==> config.mk <==
export PLATFORM = sky130hd
export DESIGN_NAME = register_mapped_motor_output_guard_unit_flat
export DESIGN_NICKNAME = d
export VERILOG_FILES = /design/src/rtl/rmog_pkg.sv /design/src/rtl/rmog_stream_if.sv /design/src/rtl/rmog_housekeeping.sv /design/src/rtl/register_mapped_motor_output_guard_unit.sv /design/src/flat_wrapper.sv
export SDC_FILE = /design/constraint.sdc
export NUM_CORES = 1
export LEC_CHECK = 0
export BUFFER_PORTS_ARGS = -buffer_cell sky130_fd_sc_hd__buf_2
export CORE_UTILIZATION = 53
export CTS_CLUSTER_DIAMETER = 200
export DETAILED_ROUTE_END_ITERATION = 7
export GPL_ROUTABILITY_DRIVEN = 1
export GPL_TIMING_DRIVEN = 0
export PLACE_DENSITY = 0.81
export SLEW_MARGIN = 20
export SYNTH_ARGS = -nofsm -noshare
export SYNTH_HDL_FRONTEND = slang
export SYNTH_SLANG_ARGS = --single-unit
export TNS_END_PERCENT = 10
==> constraint.sdc <==
create_clock -name clk -period 12.3 [get_ports clk]
set_clock_uncertainty 0.15 [all_clocks]
set_input_delay 0 -clock clk [delete_from_list [all_inputs] [get_ports clk]]
set_output_delay 0 -clock clk [all_outputs]
set_load 0.005 [all_outputs]
==> src/rtl/rmog_pkg.sv <==
// ----------------------------------------------------------------------------
// rmog_pkg: shared types and constants of the motor output guard
// Item layouts, function and register codes, state encoding and reset values.
// ----------------------------------------------------------------------------
package rmog_pkg;

  localparam int NUM_MOTORS_DEFAULT = 8;
  localparam int STORE_DEPTH        = 8;
  localparam int STORE_AW           = $clog2(STORE_DEPTH);
  localparam int MAX_OUT            = 8;

  typedef enum logic [1:0] {
    FUNC_WRITE  = 2'd0,
    FUNC_READ   = 2'd1,
    FUNC_TICK   = 2'd2,
    FUNC_UPDATE = 2'd3
  } func_t;

  // Configuration register indexes.
  localparam logic [7:0] CFG_ENABLE_CMD  = 8'd0;
  localparam logic [7:0] CFG_TIMEOUT_CMD = 8'd1;
  localparam logic [7:0] CFG_ID_CMD      = 8'd2;
  localparam logic [7:0] CFG_ID_VALUE    = 8'd3;
  localparam logic [7:0] CFG_DISABLE_VAL = 8'd4;
  localparam logic [7:0] CFG_LONG_PRESS  = 8'd5;

  localparam logic [7:0]  RST_ENABLE_CMD  = 8'd240;
  localparam logic [7:0]  RST_TIMEOUT_CMD = 8'd241;
  localparam logic [7:0]  RST_ID_CMD      = 8'd255;
  localparam logic [7:0]  RST_ID_VALUE    = 8'd102;
  localparam logic [15:0] RST_DISABLE_VAL = 16'd0;
  localparam logic [15:0] RST_LONG_PRESS  = 16'd10;
  localparam logic [7:0]  RST_WD_LIMIT    = 8'd10;

  typedef enum logic [1:0] {
    ST_IDLE,
    ST_READ,
    ST_STREAM
  } state_t;

  typedef struct packed {
    logic [1:0]  func;
    logic [7:0]  reg_addr;
    logic [15:0] write_value;
    logic        button_pressed;
  } in_item_t;

  typedef struct packed {
    logic [7:0]  read_data;
    logic        motor_valid;
    logic [2:0]  motor_channel;
    logic [15:0] motor_value;
    logic        last;
    logic        led_on;
    logic        outputs_enabled;
    logic        no_input;
  } out_item_t;

  typedef struct packed {
    logic [7:0]  index;
    logic [15:0] value;
  } cfg_item_t;

  typedef struct packed {
    logic output_locked;
    logic input_lost;
    logic user_lock;
    logic command_lock;
    logic button_held_lock;
    logic led_level;
  } flags_t;

  // Everything a housekeeping tick reads and rewrites.
  typedef struct packed {
    flags_t      flags;
    logic [15:0] press_count;
    logic [15:0] blink_count;
    logic [7:0]  watchdog_count;
  } hk_state_t;

endpackage

==> src/rtl/rmog_stream_if.sv <==
// ----------------------------------------------------------------------------
// rmog_stream_if: valid/ready channel
// Carries one word of type T per handshake.
// ----------------------------------------------------------------------------
interface rmog_stream_if #(
  parameter type T = logic
);
  logic valid;
  logic ready;
  T     data;

  modport source (output valid, output data, input ready);
  modport sink   (input valid, input data, output ready);
endinterface

==> src/rtl/rmog_housekeeping.sv <==
// ----------------------------------------------------------------------------
// rmog_housekeeping: tick update of button, LED and watchdog state
// Works out the state that one housekeeping tick leaves behind.
// ----------------------------------------------------------------------------
module rmog_housekeeping (
  input  rmog_pkg::hk_state_t cur,
  input  logic [7:0]          wd_limit,
  input  logic [15:0]         long_press_ticks,
  input  logic                pressed,
  output rmog_pkg::hk_state_t nxt
);

  logic [15:0] pc;
  logic [7:0]  wd;

  always_comb begin
    nxt = cur;
    pc  = cur.press_count;
    if (pressed) begin
      if (!cur.flags.button_held_lock && pc != 16'hFFFF) begin
        pc = pc + 16'd1;
      end
      // A hold past the long-press threshold unlocks.
      if (pc > long_press_ticks) begin
        nxt.flags.button_held_lock = 1'b1;
        nxt.flags.user_lock        = 1'b0;
        if (!cur.flags.command_lock) begin
          nxt.flags.output_locked = 1'b0;
        end
        pc = 16'd0;
      end
    end else begin
      nxt.flags.button_held_lock = 1'b0;
      if (pc != 16'd0) begin
        // A short press locks; a release exactly at the threshold does nothing.
        if (pc < long_press_ticks) begin
          nxt.flags.output_locked = 1'b1;
          nxt.flags.user_lock     = 1'b1;
        end
        pc = 16'd0;
      end
    end
    nxt.press_count = pc;

    if (nxt.flags.user_lock) begin
      nxt.flags.led_level = 1'b0;
    end else if (cur.flags.command_lock) begin
      nxt.flags.led_level = 1'b1;
    end else if (cur.flags.input_lost) begin
      nxt.flags.led_level = |cur.blink_count[1:0];
    end else begin
      nxt.flags.led_level = cur.blink_count[0];
    end
    nxt.blink_count = cur.blink_count + 16'd1;

    wd = cur.watchdog_count + 8'd1;
    nxt.watchdog_count = wd;
    if (wd_limit != 8'd0 && wd > wd_limit && !nxt.flags.output_locked) begin
      nxt.watchdog_count      = 8'd0;
      nxt.flags.input_lost    = 1'b1;
      nxt.flags.output_locked = 1'b1;
    end else if (!cur.flags.command_lock && !nxt.flags.user_lock &&
                 nxt.flags.output_locked && !cur.flags.input_lost) begin
      nxt.flags.output_locked = 1'b0;
    end
  end

endmodule

==> src/rtl/register_mapped_motor_output_guard_unit.sv <==
// ----------------------------------------------------------------------------
// register_mapped_motor_output_guard_unit: bus-mapped motor output guard
// Register writes and reads, housekeeping ticks and motor update streaming.
// ----------------------------------------------------------------------------
// A request word is taken when the block is idle and its result register is
// free or being emptied. Writes, ticks and locked motor updates produce their
// one result word in the cycle after acceptance. A read first goes through the
// registered read of the low bytes, which sit in a synchronous memory, and then
// waits for the result register to be free. An unlocked motor update streams
// min(NUM_MOTORS, 8) words out of the motor value memory, one per cycle at full
// output rate; each is read into the registered memory output before it enters
// the result register, and no request is taken until the last one is in. Both
// memories come out of reset as all zero at once through per-entry valid bits;
// there is no clearing pass. Configuration writes are always taken.
module register_mapped_motor_output_guard_unit #(
  parameter int NUM_MOTORS = rmog_pkg::NUM_MOTORS_DEFAULT
) (
  input logic          clk,
  input logic          rst,
  rmog_stream_if.sink   req,
  rmog_stream_if.source rsp,
  rmog_stream_if.sink   cfg
);

  localparam int STREAM_LEN = (NUM_MOTORS < rmog_pkg::MAX_OUT) ?
                              NUM_MOTORS : rmog_pkg::MAX_OUT;
  localparam logic [2:0] LAST_IDX = 3'(STREAM_LEN - 1);
  localparam int AW = rmog_pkg::STORE_AW;

  // Configuration registers.
  logic [7:0]  enable_cmd_code, timeout_cmd_code, id_cmd_code, id_value;
  logic [15:0] disable_value, long_press_ticks;

  // Scalar state.
  rmog_pkg::state_t    state, state_next;
  rmog_pkg::hk_state_t hk, hk_next, hk_tick;
  logic [7:0]          wd_limit, wd_limit_next;
  logic [2:0]          idx, idx_next;

  // Memories with per-entry valid bits.
  logic [7:0]            lb_mem  [rmog_pkg::STORE_DEPTH];
  logic [15:0]           mot_mem [rmog_pkg::STORE_DEPTH];
  logic [rmog_pkg::STORE_DEPTH-1:0] lb_vld, mot_vld;
  logic [7:0]  lb_q;
  logic [15:0] mot_q;
  logic        lb_q_ok, mot_q_ok;
  logic        lb_we, mot_we, lb_re, mot_re;
  logic [AW-1:0] wr_idx, lb_rd_idx, mot_rd_idx;

  // Read source held while the memory read completes.
  logic       rd_use_mem, rd_use_mem_next;
  logic [7:0] rd_alt, rd_alt_next;

  // Result register.
  logic                rsp_valid;
  rmog_pkg::out_item_t rsp_data, rsp_data_next;
  logic                rsp_load, rsp_free;

  rmog_pkg::in_item_t item;
  logic               accept;
  logic               motor_hit, chan_ok, read_hit;
  logic [6:0]         chan;

  assign item     = req.data;
  assign rsp_free = !rsp_valid || rsp.ready;
  assign req.ready = (state == rmog_pkg::ST_IDLE) && rsp_free;
  assign accept   = req.valid && req.ready;
  assign cfg.ready = 1'b1;
  assign rsp.valid = rsp_valid;
  assign rsp.data  = rsp_data;

  assign chan      = item.reg_addr[7:1];
  assign motor_hit = {1'b0, item.reg_addr} < 9'(2 * NUM_MOTORS);
  assign chan_ok   = chan < 7'(rmog_pkg::STORE_DEPTH);
  assign read_hit  = ({1'b0, item.reg_addr} < 9'(NUM_MOTORS)) &&
                     ({1'b0, item.reg_addr} < 9'(rmog_pkg::STORE_DEPTH));
  assign wr_idx    = chan[AW-1:0];
  assign lb_rd_idx = item.reg_addr[AW-1:0];

  rmog_housekeeping u_hk (
    .cur              (hk),
    .wd_limit         (wd_limit),
    .long_press_ticks (long_press_ticks),
    .pressed          (item.button_pressed),
    .nxt              (hk_tick)
  );

  always_ff @(posedge clk) begin
    if (rst) begin
      enable_cmd_code  <= rmog_pkg::RST_ENABLE_CMD;
      timeout_cmd_code <= rmog_pkg::RST_TIMEOUT_CMD;
      id_cmd_code      <= rmog_pkg::RST_ID_CMD;
      id_value         <= rmog_pkg::RST_ID_VALUE;
      disable_value    <= rmog_pkg::RST_DISABLE_VAL;
      long_press_ticks <= rmog_pkg::RST_LONG_PRESS;
    end else if (cfg.valid) begin
      case (cfg.data.index)
        rmog_pkg::CFG_ENABLE_CMD:  enable_cmd_code  <= cfg.data.value[7:0];
        rmog_pkg::CFG_TIMEOUT_CMD: timeout_cmd_code <= cfg.data.value[7:0];
        rmog_pkg::CFG_ID_CMD:      id_cmd_code      <= cfg.data.value[7:0];
        rmog_pkg::CFG_ID_VALUE:    id_value         <= cfg.data.value[7:0];
        rmog_pkg::CFG_DISABLE_VAL: disable_value    <= cfg.data.value;
        rmog_pkg::CFG_LONG_PRESS:  long_press_ticks <= cfg.data.value;
        default: ;
      endcase
    end
  end

  // Memory write ports, registered read ports and valid bits.
  always_ff @(posedge clk) begin
    if (lb_we) begin
      lb_mem[wr_idx] <= item.write_value[7:0];
    end
    if (mot_we) begin
      mot_mem[wr_idx] <= item.write_value;
    end
    if (lb_re) begin
      lb_q    <= lb_mem[lb_rd_idx];
      lb_q_ok <= lb_vld[lb_rd_idx];
    end
    if (mot_re) begin
      mot_q    <= mot_mem[mot_rd_idx];
      mot_q_ok <= mot_vld[mot_rd_idx];
    end
  end

  always_ff @(posedge clk) begin
    if (rst) begin
      lb_vld  <= '0;
      mot_vld <= '0;
    end else begin
      if (lb_we) begin
        lb_vld[wr_idx] <= 1'b1;
      end
      if (mot_we) begin
        mot_vld[wr_idx] <= 1'b1;
      end
    end
  end

  always_ff @(posedge clk) begin
    if (rst) begin
      state     <= rmog_pkg::ST_IDLE;
      hk        <= '{flags: '{output_locked: 1'b1, input_lost: 1'b1, user_lock: 1'b1,
                              command_lock: 1'b0, button_held_lock: 1'b0,
                              led_level: 1'b0},
                     press_count: 16'd0, blink_count: 16'd0, watchdog_count: 8'd0};
      wd_limit  <= rmog_pkg::RST_WD_LIMIT;
      idx       <= 3'd0;
      rsp_valid <= 1'b0;
    end else begin
      state    <= state_next;
      hk       <= hk_next;
      wd_limit <= wd_limit_next;
      idx      <= idx_next;
      if (rsp_load) begin
        rsp_valid <= 1'b1;
      end else if (rsp.ready) begin
        rsp_valid <= 1'b0;
      end
    end
  end

  always_ff @(posedge clk) begin
    rd_use_mem <= rd_use_mem_next;
    rd_alt     <= rd_alt_next;
    if (rsp_load) begin
      rsp_data <= rsp_data_next;
    end
  end

  always_comb begin
    state_next      = state;
    hk_next         = hk;
    wd_limit_next   = wd_limit;
    idx_next        = idx;
    rd_use_mem_next = rd_use_mem;
    rd_alt_next     = rd_alt;
    lb_we           = 1'b0;
    mot_we          = 1'b0;
    lb_re           = 1'b0;
    mot_re          = 1'b0;
    mot_rd_idx      = idx[AW-1:0];
    rsp_load        = 1'b0;
    rsp_data_next   = '0;

    unique case (state)
      rmog_pkg::ST_IDLE: begin
        if (accept) begin
          rsp_load = 1'b1;
          case (item.func)
            rmog_pkg::FUNC_WRITE: begin
              if (motor_hit) begin
                hk_next.watchdog_count = 8'd0;
                if (chan_ok) begin
                  hk_next.flags.input_lost = 1'b0;
                  lb_we  = !item.reg_addr[0];
                  mot_we = item.reg_addr[0];
                end
              end else if (item.reg_addr == enable_cmd_code) begin
                if (item.write_value == disable_value) begin
                  hk_next.flags.command_lock  = 1'b1;
                  hk_next.flags.output_locked = 1'b1;
                end else begin
                  hk_next.flags.command_lock = 1'b0;
                  if (!hk.flags.user_lock) begin
                    hk_next.flags.output_locked = 1'b0;
                  end
                end
              end else if (item.reg_addr == timeout_cmd_code) begin
                wd_limit_next            = item.write_value[7:0];
                hk_next.flags.input_lost = 1'b0;
              end
            end
            rmog_pkg::FUNC_READ: begin
              rsp_load        = 1'b0;
              lb_re           = read_hit;
              rd_use_mem_next = read_hit;
              // Motor channel addresses read as a low byte or zero, never as the identity.
              rd_alt_next     = (({1'b0, item.reg_addr} >= 9'(NUM_MOTORS)) &&
                                 (item.reg_addr == id_cmd_code)) ? id_value : 8'd0;
              state_next      = rmog_pkg::ST_READ;
            end
            rmog_pkg::FUNC_TICK: begin
              hk_next = hk_tick;
            end
            rmog_pkg::FUNC_UPDATE: begin
              if (!hk.flags.output_locked) begin
                rsp_load   = 1'b0;
                mot_re     = 1'b1;
                mot_rd_idx = '0;
                idx_next   = 3'd0;
                state_next = rmog_pkg::ST_STREAM;
              end
            end
            default: ;
          endcase
          rsp_data_next.last            = 1'b1;
          rsp_data_next.led_on          = hk_next.flags.led_level;
          rsp_data_next.outputs_enabled = !hk_next.flags.output_locked;
          rsp_data_next.no_input        = hk_next.flags.input_lost;
        end
      end
      rmog_pkg::ST_READ: begin
        if (rsp_free) begin
          rsp_load = 1'b1;
          if (rd_use_mem) begin
            rsp_data_next.read_data = lb_q_ok ? lb_q : 8'd0;
          end else begin
            rsp_data_next.read_data = rd_alt;
          end
          rsp_data_next.last            = 1'b1;
          rsp_data_next.led_on          = hk.flags.led_level;
          rsp_data_next.outputs_enabled = !hk.flags.output_locked;
          rsp_data_next.no_input        = hk.flags.input_lost;
          state_next = rmog_pkg::ST_IDLE;
        end
      end
      rmog_pkg::ST_STREAM: begin
        // mot_q holds the entry at idx; fetch the next one as it leaves.
        if (rsp_free) begin
          rsp_load = 1'b1;
          rsp_data_next.motor_valid     = 1'b1;
          rsp_data_next.motor_channel   = idx;
          rsp_data_next.motor_value     = mot_q_ok ? mot_q : 16'd0;
          rsp_data_next.last            = (idx == LAST_IDX);
          rsp_data_next.led_on          = hk.flags.led_level;
          rsp_data_next.outputs_enabled = !hk.flags.output_locked;
          rsp_data_next.no_input        = hk.flags.input_lost;
          if (idx == LAST_IDX) begin
            state_next = rmog_pkg::ST_IDLE;
          end else begin
            idx_next   = idx + 3'd1;
            mot_re     = 1'b1;
            mot_rd_idx = idx_next[AW-1:0];
          end
        end
      end
      default: state_next = rmog_pkg::ST_IDLE;
    endcase
  end

  // A motor value only ever leaves while the outputs are unlocked.
  a_stream_unlocked: assert property (@(posedge clk) disable iff (rst)
    rsp.valid && rsp.data.motor_valid |-> !hk.flags.output_locked)
    else $error("motor value streamed while outputs locked");

  // Only stream words may be followed by more words of the same item.
  a_nonlast_is_stream: assert property (@(posedge clk) disable iff (rst)
    rsp.valid && !rsp.data.last |-> rsp.data.motor_valid)
    else $error("non-final word outside a motor stream");

  // A taken non-final stream word is followed at once by the next channel.
  a_stream_next: assert property (@(posedge clk) disable iff (rst)
    rsp.valid && rsp.ready && !rsp.data.last |=>
      rsp.valid && rsp.data.motor_valid &&
      rsp.data.motor_channel == $past(rsp.data.motor_channel) + 3'd1)
    else $error("motor stream skipped or stalled a channel");

endmodule

==> src/flat_wrapper.sv <==
// flat-port wrapper written by rule: the top's interface ports become plain ports
module register_mapped_motor_output_guard_unit_flat 
#(
  parameter int NUM_MOTORS = rmog_pkg::NUM_MOTORS_DEFAULT
)
  (clk, rst, req_valid, req_data, req_ready, rsp_valid, rsp_data, rsp_ready, cfg_valid, cfg_data, cfg_ready);
  rmog_stream_if #(.T(rmog_pkg::in_item_t)) req_i ();
  rmog_stream_if #(.T(rmog_pkg::out_item_t)) rsp_i ();
  rmog_stream_if #(.T(rmog_pkg::cfg_item_t)) cfg_i ();
  input logic clk;
  input logic rst;
  input wire logic [$bits(req_i.valid)-1:0] req_valid;
  input wire logic [$bits(req_i.data)-1:0] req_data;
  output wire logic [$bits(req_i.ready)-1:0] req_ready;
  output wire logic [$bits(rsp_i.valid)-1:0] rsp_valid;
  output wire logic [$bits(rsp_i.data)-1:0] rsp_data;
  input wire logic [$bits(rsp_i.ready)-1:0] rsp_ready;
  input wire logic [$bits(cfg_i.valid)-1:0] cfg_valid;
  input wire logic [$bits(cfg_i.data)-1:0] cfg_data;
  output wire logic [$bits(cfg_i.ready)-1:0] cfg_ready;
  assign req_i.valid = req_valid;
  assign req_i.data = req_data;
  assign req_ready = req_i.ready;
  assign rsp_valid = rsp_i.valid;
  assign rsp_data = rsp_i.data;
  assign rsp_i.ready = rsp_ready;
  assign cfg_i.valid = cfg_valid;
  assign cfg_i.data = cfg_data;
  assign cfg_ready = cfg_i.ready;
  register_mapped_motor_output_guard_unit #(.NUM_MOTORS(NUM_MOTORS)) u_core (.clk(clk), .rst(rst), .req(req_i), .rsp(rsp_i), .cfg(cfg_i));
endmodule
==> results.toml <==
[run_status]
outcome = "completed"

[yosys]
synth_warnings = 0
async_flop_share = 0
synth_fp_nets = 1487
synthesis.area_sq_um = 16900
synth-seq-area-share = 0.609
synth.area.mux_share = 0.0810
ys_ff_latch = 385
synth_top_flop_cell = "edfxtp_1"
synth.distinct_cells = 68
synth_area_per_cell_sq_um = 12.2
syn_inst = 1383
synth-compound-area-share = 0.0879
synth_edf_count = 259
synth_simple_gate_area_frac = 0.129
synth_top_family_by_area = "simple AND/OR/NAND/NOR gates"
synth_fa_ha_area_frac = 0.0355
synth_xor_area_frac = 0.0311

[cells_and_area]
final_core_util = 0.628
area_growth_pct = 16.9
drive_above_1_share = 0.164
fin_cells = 2007
antenna_cells = 0
n_fill_cell = 2296
seq_area_sq_um = 10300
nets = 1678
multi_input_area_sq_um = 6220

[cts]
worstSkewPairLatency_ns = 0.53
post-cts-setup-buffers = 0
cts_root_buf = "clkbuf_16"
clock_sinks = 385
cts_buffers = 39
clk_path_buf_depth = 3
htreeDepth = 2
clkSlewWorstSetupHoldPaths_ns = 0.06
cts_tree = "done"
cts_resized = 0

[setup_path]
crit_type = "register to register"
cpLargestDelayFamily = "compound AO/OA/AOI/OAI gates"
cp_max_fo = 9
worstPathRequired_ns = 12.63
crit_chain = "buf_2 > nand3_1 > nor3_2 > a41oi_2 > and4_1 > clkbuf_1 > nand2_1 > xnor2_1 > ha_1 > and4_1 > a21oi_1 > o221ai_1 > o311ai_1 > o22ai_1 > a221oi_1 > nand2_1 > dlygate4sd3_1 > nand2_1 > dlygate4sd3_1"
crit_buf_inv = 4
max_stage_delay_ns = 0.73
crit_path_end_kind = "register"
critPathSlowestCell = "o311ai_1"
crit_arrival_ns = 6.11
cp_common_cell = "nand2_1"
critPathLaunchType = "register"

[sta]
fmax_mhz = 173
tightest_slew_ns = 1.10
hold_slack_ns = 0.0249
period_share = 0.470
slew_violations = 0
setup_tns_ns = 0
setup_ws_ns = 6.52
hold_violations = 0
setup_viol = 0
slew_headroom = 0.265
rsz0062_at_grt = "no"
period_needed_ns = 5.78

[pwr]
powerDensity_nw_per_um2 = 142
ir_worst_vdd_mv = 0.0891
p_int_uw = 2150
leakagePower_uw = 0.00733
clkPwrFrac = 0.397
pwr-share-seq = 0.513
p_comb_frac = 0.091
switching_share = 0.233
p_sw_uw = 653

[global_routing]
antenna_found_initial = 0
grt_pass1_wl_um = 62300
grt.total_usage = 0.245
gr-total-overflow = 0
first_global_vias = 11700
grt_max_degree = 24

[floorplanning]
coreArea_sq_um = 31500
io_pins = 91
initial_core_util = 0.538
die_area_sq_um = 32600
die_y_um = 181
rows = 65
fp.dieW_um = 181

[detailed_routing]
dr.first_iter.drc_count = 1035
vias = 11700
route.detailed.drc = 0
wl_um = 40000
final_antenna_net_count = 0
drt_pass1_iterations = 5
via_per_inst = 5.85
avgRoutedWirePerCell_um = 19.9

[place]
dp_hpwl_um = 27500
portBuffers = 84
place_inst = 1880
routabilityCongestion = 0.904
post-place-ws_ns = 7.37

[flow_run]
cap_violations = 0

[hold_path]
hold_class = "input pin to register"
stage by stage:
step | power, uW | instance area (sq um)
4_1_cts | 2800 | 19800
2_1_floorplan | 1590 | 16900
3_5_place_dp | 1700 | 18000
5_1_grt | 2880 | 19800
3_3_place_gp | 1690 | 17800
6_report | 2800 | 19800
worst min-delay path: cells and delay by family:
family,cells,cell delay (ns)
AND/OR/NAND/NOR,3,0.36
buffers and inverters,1,0.16
XOR/XNOR,1,0.08
AO/OA/AOI/OAI,1,0.06
cell usage in the layout, fill, tap and decap left out, types with 50 or more instances in the layout:
cell and count:
o21ai_0 50, clkbuf_1 56, nor2_1 96, a21oi_1 73
edfxtp_1 259, dlygate4sd3_1 55, dfxtp_1 126, buf_2 97
xnor2_1 54, nand2_1 149
state kept, by name, summed over array words and instances (netlist names), 8 cells and up:
register                 flops
u_core.id_cmd_code           8
u_core.rsp.data             32
u_core.timeout_cmd_code      8
u_core.id_value              8
u_core.rd_alt                8
u_core.hk                   32
u_core.enable_cmd_code       8
u_core.lb_q                  8
u_core.mot_vld               8
u_core.mot_q                16
u_core.wd_limit              8
u_core.lb_mem               64
u_core.lb_vld                8
u_core.long_press_ticks     16
u_core.mot_mem             128
u_core.disable_value        16
path summary, 6_finish.rpt:
check | startpoint | to | slack [ns] | depth (start not counted)
min reg2reg | u_core.long_press_ticks[6]$_SDFFE_PP0P_ | u_core.long_press_ticks[6]$_SDFFE_PP0P_ | 0.30 | 2
max | u_core.hk[26]$_SDFFE_PP0P_ | u_core.hk[45]$_SDFFE_PP1P_ | 6.52 | 19
max reg2reg | u_core.hk[26]$_SDFFE_PP0P_ | u_core.hk[45]$_SDFFE_PP1P_ | 6.52 | 19
min | req_data[23] | u_core.hk[42]$_SDFFE_PP0P_ | 0.02 | 6
cell families after synthesis:
family | after synthesis
flip-flops | 385
AND/OR/NAND/NOR | 443
adder cells (fa/ha/maj) | 48
AO/OA/AOI/OAI | 228
multiplexers | 109
buffers and inverters | 109
XOR/XNOR | 60
other | 1
per-layer routing:
layer	track usage	up-vias	part of all wire
met5	0	-	0
met4	0.0889	0	0.029
met3	0.0432	92	0.078
met2	0.421	509	0.49
met1	0.310	5704	0.40
li1	-	5426	-
power by group through the flow:
| stage | clock network (uW) | registers, uW | logic, uW |
|---|---|---|---|
| finish | 1110 | 1440 | 254 |
| global route | 1170 | 1440 | 272 |
| CTS | 1120 | 1440 | 251 |
| detailed placement | 0 | 1460 | 237 |
| global placement | 0 | 1470 | 219 |
| floorplan | 0 | 1470 | 121 |
Yosys cell counts (all sizes together), types with 23 or more instances:
cell type  number  share of area
xnor2          54          0.028
nand3          26         0.0077
nor2          102          0.023
dfxtp         126           0.15
inv            39         0.0087
clkbuf         47          0.010
edfxtp        259           0.46
a211o          23          0.012
and2           29          0.011
mux2           43          0.029
a21oi          74          0.022
ha             48          0.035
nand2         149          0.033
mux2i          48          0.028
nor2b          26         0.0096
buf            23         0.0074
o21ai          53          0.016
timing repair:
action                                 4_1_cts  5_1_grt
hold buffers                                55        0
setup endpoints to repair                    0        0
endpoints found under the hold margin      281        0
cell type report:
| type | count | share of cell area |
|---|---|---|
| Sequential cell | 385 | 0.521 |
| Multi-Input combinational cell | 889 | 0.315 |
| Timing Repair Buffer | 150 | 0.0560 |
| Clock buffer | 51 | 0.0543 |
| Tap cell | 402 | 0.0254 |
| Buffer | 70 | 0.0152 |
| Inverter | 39 | 0.00740 |
| Clock inverter | 21 | 0.00633 |
Note: power is estimated with default switching activity, not from simulation.
